--- src/hdl/msfd_pkg.sv ---
package msfd_pkg;

  localparam int unsigned HeadW = 64;
  localparam int unsigned TailW = 24;
  localparam int unsigned FlagW = 15;

  localparam int unsigned FlAogValid = 0;
  localparam int unsigned FlOnGround = 1;
  localparam int unsigned FlSquawk   = 2;
  localparam int unsigned FlAltitude = 3;
  localparam int unsigned FlStatus   = 4;
  localparam int unsigned FlCallsign = 5;
  localparam int unsigned FlVrate    = 6;
  localparam int unsigned FlEw       = 7;
  localparam int unsigned FlNs       = 8;
  localparam int unsigned FlSpeed    = 9;
  localparam int unsigned FlHeading  = 10;
  localparam int unsigned FlCprOdd   = 11;
  localparam int unsigned FlCprEven  = 12;
  localparam int unsigned FlMetres   = 13;

  localparam logic [4:0] Df0  = 5'd0;
  localparam logic [4:0] Df4  = 5'd4;
  localparam logic [4:0] Df5  = 5'd5;
  localparam logic [4:0] Df11 = 5'd11;
  localparam logic [4:0] Df16 = 5'd16;
  localparam logic [4:0] Df17 = 5'd17;
  localparam logic [4:0] Df18 = 5'd18;
  localparam logic [4:0] Df20 = 5'd20;
  localparam logic [4:0] Df21 = 5'd21;

  localparam logic [12:0] IdMask    = 13'h1FFF;
  localparam logic [12:0] MetreBit  = 13'h0040;
  localparam logic [12:0] HighMask  = 13'h1F80;
  localparam logic [15:0] Ty23Mask  = 16'hFFF1;
  localparam logic [7:0]  SigSat    = 8'd255;
  localparam int          AltOffset = 1000;

  // Altitude source selection carried from stage 1 to stage 2.
  typedef enum logic [1:0] {
    ALT_NONE,
    ALT_Q25,
    ALT_GILLHAM
  } alt_src_e;

  // Stage 1 -> stage 2 word.
  typedef struct packed {
    logic [14:0] flags;
    logic [7:0]  sig;
    logic [2:0]  resp;
    logic [7:0]  sq;
    alt_src_e    alt_src;
    logic [10:0] alt_n;
    logic [12:0] alt_id;
    logic [12:0] sqk_id;
    logic        sqk_en;
    logic [47:0] call_bits;
    logic        call_en;
    logic [11:0] speed;
    logic [6:0]  mv;
    logic        mv_en;
    logic [9:0]  hdg_raw;
    logic [1:0]  hdg_mode;
    logic [15:0] vrate;
    logic [12:0] ew;
    logic [12:0] ns;
    logic [33:0] cpr;
  } s1_t;

  // Stage 2 -> stage 3 word.
  typedef struct packed {
    logic [14:0] flags;
    logic [7:0]  sig;
    logic [2:0]  resp;
    logic [7:0]  sq;
    alt_src_e    alt_src;
    logic [10:0] alt_n;
    logic [6:0]  g_five;
    logic [2:0]  g_one;
    logic        g_bad;
    logic [14:0] squawk;
    logic [63:0] call;
    logic [11:0] speed;
    logic [8:0]  heading;
    logic [15:0] vrate;
    logic [12:0] ew;
    logic [12:0] ns;
    logic [33:0] cpr;
  } s2_t;

  localparam logic [1:0] HdgNone = 2'd0;
  localparam logic [1:0] HdgAir  = 2'd1;
  localparam logic [1:0] HdgSurf = 2'd2;

  function automatic logic [14:0] id13_to_hex(input logic [12:0] f);
    logic [14:0] h;
    h = '0;
    h[4]  = f[12];
    h[12] = f[11];
    h[5]  = f[10];
    h[13] = f[9];
    h[6]  = f[8];
    h[14] = f[7];
    h[8]  = f[5];
    h[0]  = f[4];
    h[9]  = f[3];
    h[1]  = f[2];
    h[10] = f[1];
    h[2]  = f[0];
    return h;
  endfunction

  function automatic logic [7:0] six_bit_char(input logic [5:0] c);
    logic [7:0] r;
    if (c >= 6'd1 && c <= 6'd26) r = 8'h40 + {2'b0, c};
    else if (c == 6'd32) r = 8'h20;
    else if (c >= 6'd48 && c <= 6'd57) r = {2'b0, c};
    else r = 8'h3F;
    return r;
  endfunction

  function automatic logic [11:0] movement_knots(input logic [6:0] m);
    logic [11:0] r;
    if (m > 7'd123) r = 12'd199;
    else if (m > 7'd108) r = 12'({m - 7'd108, 2'b0} + {5'b0, m - 7'd108}) + 12'd100;
    else if (m > 7'd93) r = 12'({m - 7'd93, 1'b0}) + 12'd70;
    else if (m > 7'd38) r = 12'(m - 7'd38) + 12'd15;
    else if (m > 7'd12) r = 12'((m - 7'd11) >> 1) + 12'd2;
    else if (m > 7'd8) r = 12'((m - 7'd6) >> 2) + 12'd1;
    else r = 12'd0;
    return r;
  endfunction

endpackage

--- src/hdl/msfd_extract.sv ---
module msfd_extract
  import msfd_pkg::*;
(
  input  logic [63:0] head_i,
  input  logic [23:0] tail_i,
  input  logic [4:0]  df_i,
  input  logic [31:0] sum_i,
  output s1_t         word_o
);

  logic [7:0] b0, b4, b5, b6, b7, b8, b9, b10;
  logic [2:0] ca;
  logic [12:0] id;
  logic [4:0] ty;
  logic [2:0] sub;
  logic es;
  logic [9:0] vr, ewr, nsr, as;
  logic [11:0] f12;
  logic [15:0] w;
  logic [12:0] fsq;

  always_comb begin
    b0 = head_i[63:56];
    b4 = head_i[31:24];
    b5 = head_i[23:16];
    b6 = head_i[15:8];
    b7 = head_i[7:0];
    b8 = tail_i[23:16];
    b9 = tail_i[15:8];
    b10 = tail_i[7:0];
    ca = b0[2:0];
    id = head_i[44:32] & IdMask;
    ty = b4[7:3];
    sub = (ty == 5'd29) ? {1'b0, b4[2:1]} : b4[2:0];
    es = (df_i == Df17) || (df_i == Df18 && (ca == 3'd0 || ca == 3'd1 || ca == 3'd6));
    vr = {1'b0, b8[2:0], b9[7:2]};
    ewr = {b5[1:0], b6};
    nsr = {b7[6:0], b8[7:5]};
    as = nsr;
    f12 = {b5, b6[7:4]};
    w = {b5, b6};
    fsq = '0;

    word_o = '0;
    word_o.sig = (sum_i[31:12] > 20'd255) ? SigSat : sum_i[19:12];
    word_o.alt_src = ALT_NONE;
    word_o.hdg_mode = HdgNone;
    word_o.call_bits = {head_i[23:0], tail_i};

    if (df_i == Df11 || df_i == Df17 || df_i == Df18) word_o.resp = ca;
    if (df_i == Df0 || df_i == Df16) begin
      word_o.flags[FlAogValid] = 1'b1;
      word_o.flags[FlOnGround] = b0[2];
    end
    if (df_i == Df11 || df_i == Df17) begin
      if (ca == 3'd4) begin
        word_o.flags[FlAogValid] = 1'b1;
        word_o.flags[FlOnGround] = 1'b1;
      end else if (ca == 3'd5) begin
        word_o.flags[FlAogValid] = 1'b1;
      end
    end
    if ((df_i == Df5 || df_i == Df21) && id != '0 && (id & MetreBit) == '0) begin
      word_o.sqk_en = 1'b1;
      word_o.sqk_id = id;
    end
    if ((df_i == Df0 || df_i == Df4 || df_i == Df16 || df_i == Df20) && id != '0) begin
      word_o.flags[FlAltitude] = 1'b1;
      if (id[6]) begin
        word_o.flags[FlMetres] = 1'b1;
      end else if (id[4]) begin
        word_o.alt_src = ALT_Q25;
        word_o.alt_n = 11'((id & HighMask) >> 2) | {6'b0, id[5], id[3:0]};
      end else begin
        word_o.alt_src = ALT_GILLHAM;
        word_o.alt_id = id;
      end
    end
    if (df_i == Df4 || df_i == Df5 || df_i == Df20 || df_i == Df21) begin
      word_o.flags[FlStatus] = 1'b1;
      word_o.resp = ca;
      if (ca <= 3'd3) begin
        word_o.flags[FlAogValid] = 1'b1;
        if (ca[0]) word_o.flags[FlOnGround] = 1'b1;
      end
    end
    if (es) begin
      word_o.sq = {ty, sub};
      if (ty >= 5'd1 && ty <= 5'd4) begin
        word_o.flags[FlCallsign] = 1'b1;
        word_o.call_en = 1'b1;
      end else if (ty == 5'd19) begin
        word_o.flags[FlAogValid] = 1'b1;
        if (sub >= 3'd1 && sub <= 3'd4 && vr != '0) begin
          word_o.vrate = b8[3] ? 16'(-(int'(vr - 10'd1) * 64)) : 16'({vr - 10'd1, 6'b0});
          word_o.flags[FlVrate] = 1'b1;
        end
        if (sub == 3'd1 || sub == 3'd2) begin
          if (ewr != '0) begin
            word_o.flags[FlEw] = 1'b1;
            word_o.ew = 13'({3'b0, ewr - 10'd1} << ((sub == 3'd2) ? 2 : 0));
            if (b5[2]) word_o.ew = -word_o.ew;
          end
          if (nsr != '0) begin
            word_o.flags[FlNs] = 1'b1;
            word_o.ns = 13'({3'b0, nsr - 10'd1} << ((sub == 3'd2) ? 2 : 0));
            if (b7[7]) word_o.ns = -word_o.ns;
          end
        end else if (sub == 3'd3 || sub == 3'd4) begin
          if (as != '0) begin
            word_o.flags[FlSpeed] = 1'b1;
            word_o.speed = 12'({2'b0, as - 10'd1} << ((sub == 3'd4) ? 2 : 0));
          end
          if (b5[2]) begin
            word_o.flags[FlHeading] = 1'b1;
            word_o.hdg_mode = HdgAir;
            word_o.hdg_raw = ewr;
          end
        end
      end else if (ty >= 5'd5 && ty <= 5'd22) begin
        word_o.cpr = {b6[1:0], b7, b8[7:1], b8[0], b9, b10};
        word_o.flags[FlCprOdd] = b6[2];
        word_o.flags[FlCprEven] = !b6[2];
        word_o.flags[FlAogValid] = 1'b1;
        if (ty >= 5'd9) begin
          if (f12 != '0) begin
            word_o.flags[FlAltitude] = 1'b1;
            if (f12[4]) begin
              word_o.alt_src = ALT_Q25;
              word_o.alt_n = {f12[11:5], f12[3:0]};
            end else begin
              word_o.alt_src = ALT_GILLHAM;
              word_o.alt_id = {f12[11:6], 1'b0, f12[5:0]};
            end
          end
        end else begin
          word_o.flags[FlOnGround] = 1'b1;
          word_o.mv = {b4[2:0], b5[7:4]};
          if (word_o.mv != '0 && word_o.mv < 7'd125) begin
            word_o.flags[FlSpeed] = 1'b1;
            word_o.mv_en = 1'b1;
          end
          if (b5[3]) begin
            word_o.flags[FlHeading] = 1'b1;
            word_o.hdg_mode = HdgSurf;
            word_o.hdg_raw = {3'b0, f12[6:0]};
          end
        end
      end else if (ty == 5'd23 || ty == 5'd28) begin
        if (ty == 5'd23 && sub == 3'd7) fsq = 13'((w & Ty23Mask) >> 3);
        if (ty == 5'd28 && sub == 3'd1) fsq = w[12:0];
        if (fsq != '0 && !fsq[6]) begin
          word_o.sqk_en = 1'b1;
          word_o.sqk_id = fsq;
        end
      end
    end
    if ((df_i == Df20 || df_i == Df21) && b4 == 8'h20) begin
      word_o.flags[FlCallsign] = 1'b1;
      word_o.call_en = 1'b1;
    end
    word_o.flags[FlSquawk] = word_o.sqk_en;
  end

endmodule

--- src/hdl/msfd_convert.sv ---
module msfd_convert
  import msfd_pkg::*;
(
  input  s1_t word_i,
  output s2_t word_o
);

  logic [14:0] a;
  logic [2:0] one;
  logic [6:0] five;
  logic [19:0] hprod;
  integer i;

  always_comb begin
    word_o = '0;
    word_o.flags = word_i.flags;
    word_o.sig = word_i.sig;
    word_o.resp = word_i.resp;
    word_o.sq = word_i.sq;
    word_o.alt_src = word_i.alt_src;
    word_o.alt_n = word_i.alt_n;
    word_o.vrate = word_i.vrate;
    word_o.ew = word_i.ew;
    word_o.ns = word_i.ns;
    word_o.cpr = word_i.cpr;
    word_o.squawk = word_i.sqk_en ? id13_to_hex(word_i.sqk_id) : '0;
    if (word_i.call_en) begin
      for (i = 0; i < 8; i++) begin
        word_o.call[63 - 8 * i -: 8] = six_bit_char(word_i.call_bits[47 - 6 * i -: 6]);
      end
    end
    word_o.speed = word_i.mv_en ? movement_knots(word_i.mv) : word_i.speed;
    hprod = 20'(word_i.hdg_raw) * 20'd45;
    case (word_i.hdg_mode)
      HdgAir:  word_o.heading = hprod[15:7];
      HdgSurf: word_o.heading = hprod[12:4];
      default: word_o.heading = '0;
    endcase

    // Gillham: C bits make the hundreds digit, A/B/D bits the 500 ft count.
    // D1 and D2 make the code illegal, so they never reach the count.
    a = id13_to_hex(word_i.alt_id);
    one = '0;
    five = '0;
    if (a[4]) one = one ^ 3'd7;
    if (a[5]) one = one ^ 3'd3;
    if (a[6]) one = one ^ 3'd1;
    if ((one & 3'd5) == 3'd5) one = one ^ 3'd2;
    if (a[2]) five = five ^ 7'h7F;
    if (a[12]) five = five ^ 7'h3F;
    if (a[13]) five = five ^ 7'h1F;
    if (a[14]) five = five ^ 7'h0F;
    if (a[8]) five = five ^ 7'h07;
    if (a[9]) five = five ^ 7'h03;
    if (a[10]) five = five ^ 7'h01;
    word_o.g_bad = (a[0] | a[1] | a[3] | a[7] | a[11]) || a[6:4] == '0 || one > 3'd5;
    if (five[0]) one = 3'd6 - one;
    word_o.g_five = five;
    word_o.g_one = one;
  end

endmodule

--- src/hdl/mode_s_field_decoder.sv ---
// Channel | Direction | Handshake          | Payload
// in      | sink      | in_valid/in_ready  | message head/tail, downlink format, signal sum
// out     | source    | out_valid/out_ready| flags, level and decoded fields
//
// Three register stages: extract fields, convert codes (identity, charset,
// movement, heading, Gillham digits), then altitude scaling into the output
// register. One word per cycle while the output is not stalled. Reset
// clears the stage valid bits only. A stalled output holds every stage that
// is full; a stage advances whenever the stage after it is empty or moving.
module mode_s_field_decoder
  import msfd_pkg::*;
(
  input  logic               clk_i,
  input  logic               rst_ni,
  input  logic               in_valid_i,
  output logic               in_ready_o,
  input  logic [63:0]        message_head_i,
  input  logic [23:0]        message_tail_i,
  input  logic [4:0]         downlink_format_i,
  input  logic [31:0]        signal_sum_i,
  output logic               out_valid_o,
  input  logic               out_ready_i,
  output logic [14:0]        valid_flags_o,
  output logic [7:0]         signal_level_o,
  output logic [2:0]         responder_code_o,
  output logic [7:0]         squitter_code_o,
  output logic signed [17:0] altitude_feet_o,
  output logic [14:0]        squawk_code_o,
  output logic [63:0]        callsign_text_o,
  output logic [11:0]        speed_knots_o,
  output logic [8:0]         heading_degrees_o,
  output logic signed [15:0] vertical_rate_o,
  output logic [25:0]        velocity_pair_o,
  output logic [33:0]        cpr_position_o
);

  s1_t s1_d, s1_q;
  s2_t s2_d, s2_q;
  logic v1_q, v2_q, v3_q;
  logic adv1, adv2, adv3;
  logic signed [17:0] alt_d, alt_q;
  logic signed [10:0] hundreds;
  s2_t s3_q;

  // Advance a stage when the stage ahead of it can take its word.
  assign adv3 = !v3_q || out_ready_i;
  assign adv2 = !v2_q || adv3;
  assign adv1 = !v1_q || adv2;
  assign in_ready_o = adv1;

  msfd_extract u_extract (
    .head_i (message_head_i),
    .tail_i (message_tail_i),
    .df_i   (downlink_format_i),
    .sum_i  (signal_sum_i),
    .word_o (s1_d)
  );

  msfd_convert u_convert (
    .word_i (s1_q),
    .word_o (s2_d)
  );

  // Final altitude: 25 ft steps or Gillham hundreds times 100.
  always_comb begin
    hundreds = 11'(signed'({4'b0, s2_q.g_five}) * 5) + 11'(signed'({8'b0, s2_q.g_one}))
               - 11'sd13;
    case (s2_q.alt_src)
      ALT_Q25: alt_d = 18'(signed'({7'b0, s2_q.alt_n}) * 25) - 18'(AltOffset);
      ALT_GILLHAM: begin
        if (s2_q.g_bad || hundreds < -11'sd12) alt_d = '0;
        else alt_d = 18'(hundreds * 100);
      end
      default: alt_d = '0;
    endcase
  end

  always_ff @(posedge clk_i or negedge rst_ni) begin
    if (!rst_ni) begin
      v1_q <= 1'b0;
      v2_q <= 1'b0;
      v3_q <= 1'b0;
    end else begin
      if (adv1) v1_q <= in_valid_i;
      if (adv2) v2_q <= v1_q;
      if (adv3) v3_q <= v2_q;
    end
  end

  always_ff @(posedge clk_i) begin
    if (adv1 && in_valid_i) s1_q <= s1_d;
    if (adv2 && v1_q) s2_q <= s2_d;
    if (adv3 && v2_q) begin
      s3_q <= s2_q;
      alt_q <= alt_d;
    end
  end

  assign out_valid_o = v3_q;
  assign valid_flags_o = s3_q.flags;
  assign signal_level_o = s3_q.sig;
  assign responder_code_o = s3_q.resp;
  assign squitter_code_o = s3_q.sq;
  assign altitude_feet_o = alt_q;
  assign squawk_code_o = s3_q.squawk;
  assign callsign_text_o = s3_q.call;
  assign speed_knots_o = s3_q.speed;
  assign heading_degrees_o = s3_q.heading;
  assign vertical_rate_o = s3_q.vrate;
  assign velocity_pair_o = {s3_q.ew, s3_q.ns};
  assign cpr_position_o = s3_q.cpr;

  a_hold: assert property (@(posedge clk_i) disable iff (!rst_ni)
    out_valid_o && !out_ready_i |=> out_valid_o && $stable(valid_flags_o))
    else $error("output word changed under stall");
  a_adv: assert property (@(posedge clk_i) disable iff (!rst_ni)
    v2_q && !v3_q |=> v3_q)
    else $error("stage 2 word not advanced into empty output");
  a_res: assert property (@(posedge clk_i) disable iff (!rst_ni)
    out_valid_o |-> !valid_flags_o[14])
    else $error("reserved flag set");
  a_cpr: assert property (@(posedge clk_i) disable iff (!rst_ni)
    out_valid_o |-> !(valid_flags_o[FlCprOdd] && valid_flags_o[FlCprEven]))
    else $error("both CPR flags set");

endmodule
--- config.mk ---
export PLATFORM = sky130hd
export DESIGN_NAME = mode_s_field_decoder
export DESIGN_NICKNAME = d
export VERILOG_FILES = /design/src/hdl/msfd_pkg.sv /design/src/hdl/msfd_extract.sv /design/src/hdl/msfd_convert.sv /design/src/hdl/mode_s_field_decoder.sv
export SDC_FILE = /design/constraint.sdc
export NUM_CORES = 1
export LEC_CHECK = 0
export ABC_AREA = 1
export ABC_CLOCK_PERIOD_IN_PS = 11500
export BUFFER_PORTS_ARGS = -buffer_cell sky130_fd_sc_hd__buf_2
export CORE_MARGIN = 2
export CORE_UTILIZATION = 54
export CTS_CLUSTER_DIAMETER = 100
export DETAILED_ROUTE_END_ITERATION = 10
export GPL_ROUTABILITY_DRIVEN = 0
export PLACE_DENSITY = 0.77
export REMOVE_ABC_BUFFERS = 1
export SKIP_CTS_REPAIR_TIMING = 1
export SLEW_MARGIN = 20
export SYNTH_ARGS = -nofsm -noshare
export SYNTH_HDL_FRONTEND = slang
export SYNTH_HIERARCHICAL = 1
export SYNTH_SLANG_ARGS = --single-unit
--- constraint.sdc ---
create_clock -name clk_i -period 11.5 [get_ports clk_i]
set_clock_uncertainty 0.05 [all_clocks]
set_input_delay 0.575 -clock clk_i [delete_from_list [all_inputs] [get_ports clk_i]]
set_output_delay 0.575 -clock clk_i [all_outputs]
set_load 0.01 [all_outputs]
After elaboration in Yosys (flattened, before gate mapping)

Index checks and enable logic that the tools add are counted.
Widths: inputs -> output; s select.

Bits in registers: 693
Input port bits: 129
Output and inout bits: 230
Logic and storage cells: 420

Add/sub/neg operators: 30
$mul: 4
Magnitude comparators: 50
Equal/unequal tests: 35
Shifts and indexed selects: 3
Mux-type cells: 136
Bitwise gates (word level): 20
Reductions and logical operators: 81

Operator list:

| operator            | number |
|---|---|
| $mux 12             | 15 |
| $mux 13             | 13 |
| $mux 26             | 6 |
| $mux 8              | 17 |
| $mux 40             | 3 |
| $mux 109            | 1 |
| $mux 108            | 1 |
| $mux 34             | 2 |
| $add 7x6->8 const A | 8 |
| $shl 10x32->13      | 2 |
| $mux 14             | 4 |
| $mux 6              | 9 |
| $eq 6x6->1 const B  | 8 |
| $ge 6x1->1 const B  | 8 |
| $ge 6x6->1 const B  | 8 |
| $le 6x5->1 const B  | 8 |
| $le 6x6->1 const B  | 8 |
| $eq 5x5->1 const B  | 9 |
| $mux 42             | 1 |
| $mux 20             | 2 |
| $mux 2              | 18 |
| $pmux 18 s2         | 1 |
| $logic_and 1x1->1   | 32 |
| $mux 16             | 2 |
| other kinds (78)    | 173 |

Longest topological paths before layout

Depth in word-level cells: 19
Depth in mapped cells: 28
Gate-level depth less buffers: 28

By module

The synthesis kept the hierarchy.

Modules (own cells, without submodules):

| module               | times used | cells an instance | area each (um^2) | sequential area each (um^2) |
|---|---|---|---|---|
| mode_s_field_decoder | 1          | 1209              | 24412.2          | 20885.0 |
| msfd_convert         | 1          | 893               | 5247.5           | 0.0 |
| msfd_extract         | 1          | 951               | 4698.3           | 0.0 |

Least setup slack after synthesis

Ideal clock, no wire load.

Path type: in2reg
Start point: in out_ready_i
End point: reg alt_q[0], in the netlist altitude_feet_o[0] (enable)
Setup time: 0.892 ns
Arrival time: 11.490 ns
Required time: 10.558 ns
Slack: -0.933 ns
Stages on the path: 2
Buffers on the path: 0
Cell sequence: inv_1 -> a21oi_1

Word-level cells in the longest chain between the ends: 2

Ends and longest elaborated chain:

| element                | RTL line                   | text |
|---|---|---|
| start: declaration     | mode_s_field_decoder.sv:22 | `input logic out_ready_i,` |
| $logic_or 1x1->1       | mode_s_field_decoder.sv:46 | `assign adv3 = !v3_q \|\| out_ready_i;` |
| $logic_and 1x1->1      | mode_s_field_decoder.sv:93 | `if (adv3 && v2_q) begin` |
| end signal: assignment | mode_s_field_decoder.sv:95 | `alt_q <= alt_d;` |
| end: declaration       | mode_s_field_decoder.sv:41 | `logic signed [17:0] alt_d, alt_q;` |

Every way passes these cells.
A chain may end at the register's enable or synchronous reset.

Final worst setup path

Start point: reg s2_q[181] (netlist bit)
End point: reg alt_q[16], in the netlist altitude_feet_o[16] (data pin)

Word-level cells in the longest chain between the ends: 7
Elaborated cells on any way between the ends: 8
Those cells by class: add/sub (2); mul (2); order compare (1); mux (2); reduce/logical (1)

Ends and longest elaborated chain:

| element                                               | RTL line                   | text |
|---|---|---|
| start: declaration                                    | mode_s_field_decoder.sv:38 | `s2_t s2_d, s2_q;` |
| start signal: assignment                              | mode_s_field_decoder.sv:92 | `if (adv2 && v1_q) s2_q <= s2_d;` |
| $mul 7x3->10 *                                        | mode_s_field_decoder.sv:66 | `hundreds = 11'(signed'({4'b0, s2_q.g_five}) * 5) + 11'(signed'({8'b0, s2_q.g_one}))` |
| $add 10x3->11 *                                       | mode_s_field_decoder.sv:66 |  |
| $sub 11x5->11 *                                       | mode_s_field_decoder.sv:67 | `- 11'sd13;` |
| branches (longest 2 deep; another with $mul 11x6->16) | --                         |  |
| $mux 18 *                                             | mode_s_field_decoder.sv:71 | `if (s2_q.g_bad \|\| hundreds < -11'sd12) alt_d = '0;` |
| $pmux 18 s2 *                                         | mode_s_field_decoder.sv:68 | `case (s2_q.alt_src)` |
| net alt_d[16]                                         | mode_s_field_decoder.sv:41 |  |

Mark *: on every way through the listed nets, which the timed path passes.

==> Flow_metrics.wiki <==
{| class="wikitable"
! Metric !! Value
|-
| Die height || around 260 µm
|-
| CTS Sinks || slightly below 700
|-
| Kind of path behind the tightest hold check || in -> reg
|-
| Final Hold Viols || 0
|-
| Effective utilization at floorplan || a little over half
|-
| Worst-path maximum fanout || 7
|-
| Total CTS buffers || 72
|-
| Leak || ~0.016 µW
|-
| Fraction of final layout cells sized beyond drive strength 1 || 18.48%
|-
| Area Growth Syn to Fin || 10.20%
|-
| Violation count after the first detailed-routing iteration || between 1.5k and 2k
|-
| Multi-input gate area || around 10000 µm²
|-
| Max-cap violations || 0
|-
| Number of DRC violations after detailed routing || 0
|-
| Slew @ Worst Pin || 1105 ps
|-
| Arrival time of data at the critical path endpoint || around 5500 ps
|-
| Slowest cell on the critical path || fa_1
|-
| Min-Delay Startpoint || message_tail_i[1]
|-
| Global-route wire length before repair || around 110 mm
|-
| Mean number of vias per cell || between 5 and 6
|-
| Initial DRT Pass Iterations || 8
|-
| Synthesized area divided by synthesized cell count || roughly 11 µm²
|-
| Core Rows || just over 90
|-
| Required time of the critical path || ~12000 ps
|-
| RSZ-0062 raised after global routing || no
|-
| Clock tree from TritonCTS || done
|-
| Timing-limited maximum frequency || ~200 MHz
|-
| Number of placed I/O pins || 359
|-
| Clock-pin slew on the worst setup and hold paths || roughly 60 ps
|-
| Total standard cell area after synthesis || ~34000 µm²
|-
| Number of routed nets with antenna violations || 0
|-
| Ratio of final minimum period to clock period || 44.43%
|-
| Avg WL per Cell || 17.50 µm
|-
| Final worst-path setup slack || roughly 6400 ps
|-
| Worst path max stage delay || roughly 500 ps
|-
| Filler cells || 4932
|-
| Met3 WL post-DR || around 5.2 mm
|-
| CP startpoint kind || flop
|-
| Reg2reg start || s2_q[181]
|-
| Count of synthesis-stage warnings from yosys || 6
|-
| Overall global routing resource usage || 21.85%
|-
| Aggregate global routing overflow || 0
|-
| Cells after Synth || ~3k
|-
| Number of vias in the routed layout || 21.76k
|-
| Floorplan die width || about 260 µm
|-
| Cell repeated most along the worst path || ha_1
|-
| Outcome || completed
|-
| Max Root-Sink Buffers || 3
|-
| Setup violations, final || 0
|-
| # nets final || 3553
|-
| Met1 wire length || 29.89 mm
|-
| Detail Placement HPWL || between 50 and 60 mm
|-
| TNS Setup || 0 ps
|-
| Clock latency of the later-clocked register in the worst-skew pair || approximately 620 ps
|-
| Total wire length || 72.53 mm
|-
| Class of the most critical setup path || reg -> reg
|-
| Max-slew violations || 0
|-
| Worst-case setup slack after placement || approximately 6400 ps
|-
| Full die area || roughly 66000 µm²
|-
| Register area || roughly 21000 µm²
|-
| Number of global-route vias before repair || 20.56k
|-
| Maximum number of pins on one net before global-route repair || 116
|-
| Number of I/O port buffers || 330
|-
| Worst-case vdd ir drop || ~0.00066 V
|-
| Max H-tree Level || 3
|-
| Highest Signal Layer || met5
|-
| Wire length on met2 || 35.01 mm
|-
| Fin crit period || ~5100 ps
|-
| Total power per unit cell area || between 200 and 300 nW/µm²
|-
| Placeable Area || approximately 63000 µm²
|-
| Relative slew slack || 26.03%
|-
| CP Capture Type || flop
|-
| Critical path launch point || s2_q[181]
|-
| Antenna violations before repair || 4
|-
| Root buf cell || clkbuf_16
|}
layer usage:
metal	track usage, %	vias up
met1	28.54	10240
li1	-	10540
met3	4.288	139
met2	35.97	839
met4	9.016	2
met5	0	-
sequential cells by signal, summed over array words and instances (netlist names), 3 cells and up:
register / count
heading_degrees_o: 9
cpr_position_o: 34
signal_level_o: 8
s1_q: 229
callsign_text_o: 64
squawk_code_o: 15
s2_q: 234
responder_code_o: 3
speed_knots_o: 12
vertical_rate_o: 16
valid_flags_o: 15
velocity_pair_o: 26
altitude_feet_o: 18
squitter_code_o: 8
layout by cell type (no fill, tap or decap), types with 15 or more instances in the layout:
cell type  instances
nand2_1          493
clkbuf_16         74
a21oi_2           16
ha_1             150
nor3_1            49
buf_2            330
o21ai_0           88
fa_1              32
o21ai_2           15
nand2_2           41
clkinv_1          24
nand4_1           44
nand3_2           21
nor2_1           236
nand3_1          155
conb_1            19
inv_1            408
xnor2_1           19
xor2_1            37
nor2_2            15
edfxtp_1         691
a21oi_1          133
layout make-up:
cell class / count / share of cell area (%)
sequential: 694 / 55.12
timing repair buffer: 341 / 4.650
multi-input combinational: 1699 / 26.90
inverter: 434 / 4.385
tap: 846 / 2.802
clock buffer: 84 / 5.001
antenna: 3 / 0.01987
clock inverter: 43 / 1.123
metrics by stage:
| stage | hold WS [ps] | utilization (%) | total power, µW | instance area, µm² | cells |
|---|---|---|---|---|---|
| after floorplan | 229.4 | - | 6710 | 32610 | 2827 |
| after global placement | 323.5 | 56.25 | 7490 | 35420 | 4012 |
| after detailed placement | 324.6 | 56.25 | 7564 | 35420 | 4012 |
| after CTS | -325.1 | 59.93 | 9900 | 37730 | 4139 |
| after global routing | 83.29 | 60.00 | 10620 | 37780 | 4144 |
| final | 101.5 | 60.00 | 9871 | 37780 | 4144 |
where the power goes:
part	leakage [µW]	internal [µW]	total, µW	switching, µW
registers	0.00677	3330	3470	133
logic	0.00834	1530	4130	2590
clock network	0.00113	1320	2280	959
total	0.0162	6190	9870	3680
path summary, 6_finish.rpt:
check                                           end  slack [ps]  depth (start not counted)
worst max-delay path            altitude_feet_o[16]        6390                         25
worst min-delay path                      s1_q[110]         100                          1
worst max register to register  altitude_feet_o[16]        6390                         25
worst min register to register            s2_q[233]         350                          0
max in group asynchronous                      v1_q       11020                          2
min in group asynchronous               out_valid_o         270                          2
worst max-delay path: cells and delay by family (launching register included):
kind / cells / cell delay (ps)
simple gates: 10 / 990
buf+inv: 4 / 230
flops: 1 / 430
xor+xnor: 1 / 350
fa+ha+maj: 7 / 2510
compound gates: 3 / 400
Power figures use the tool's default switching activity.
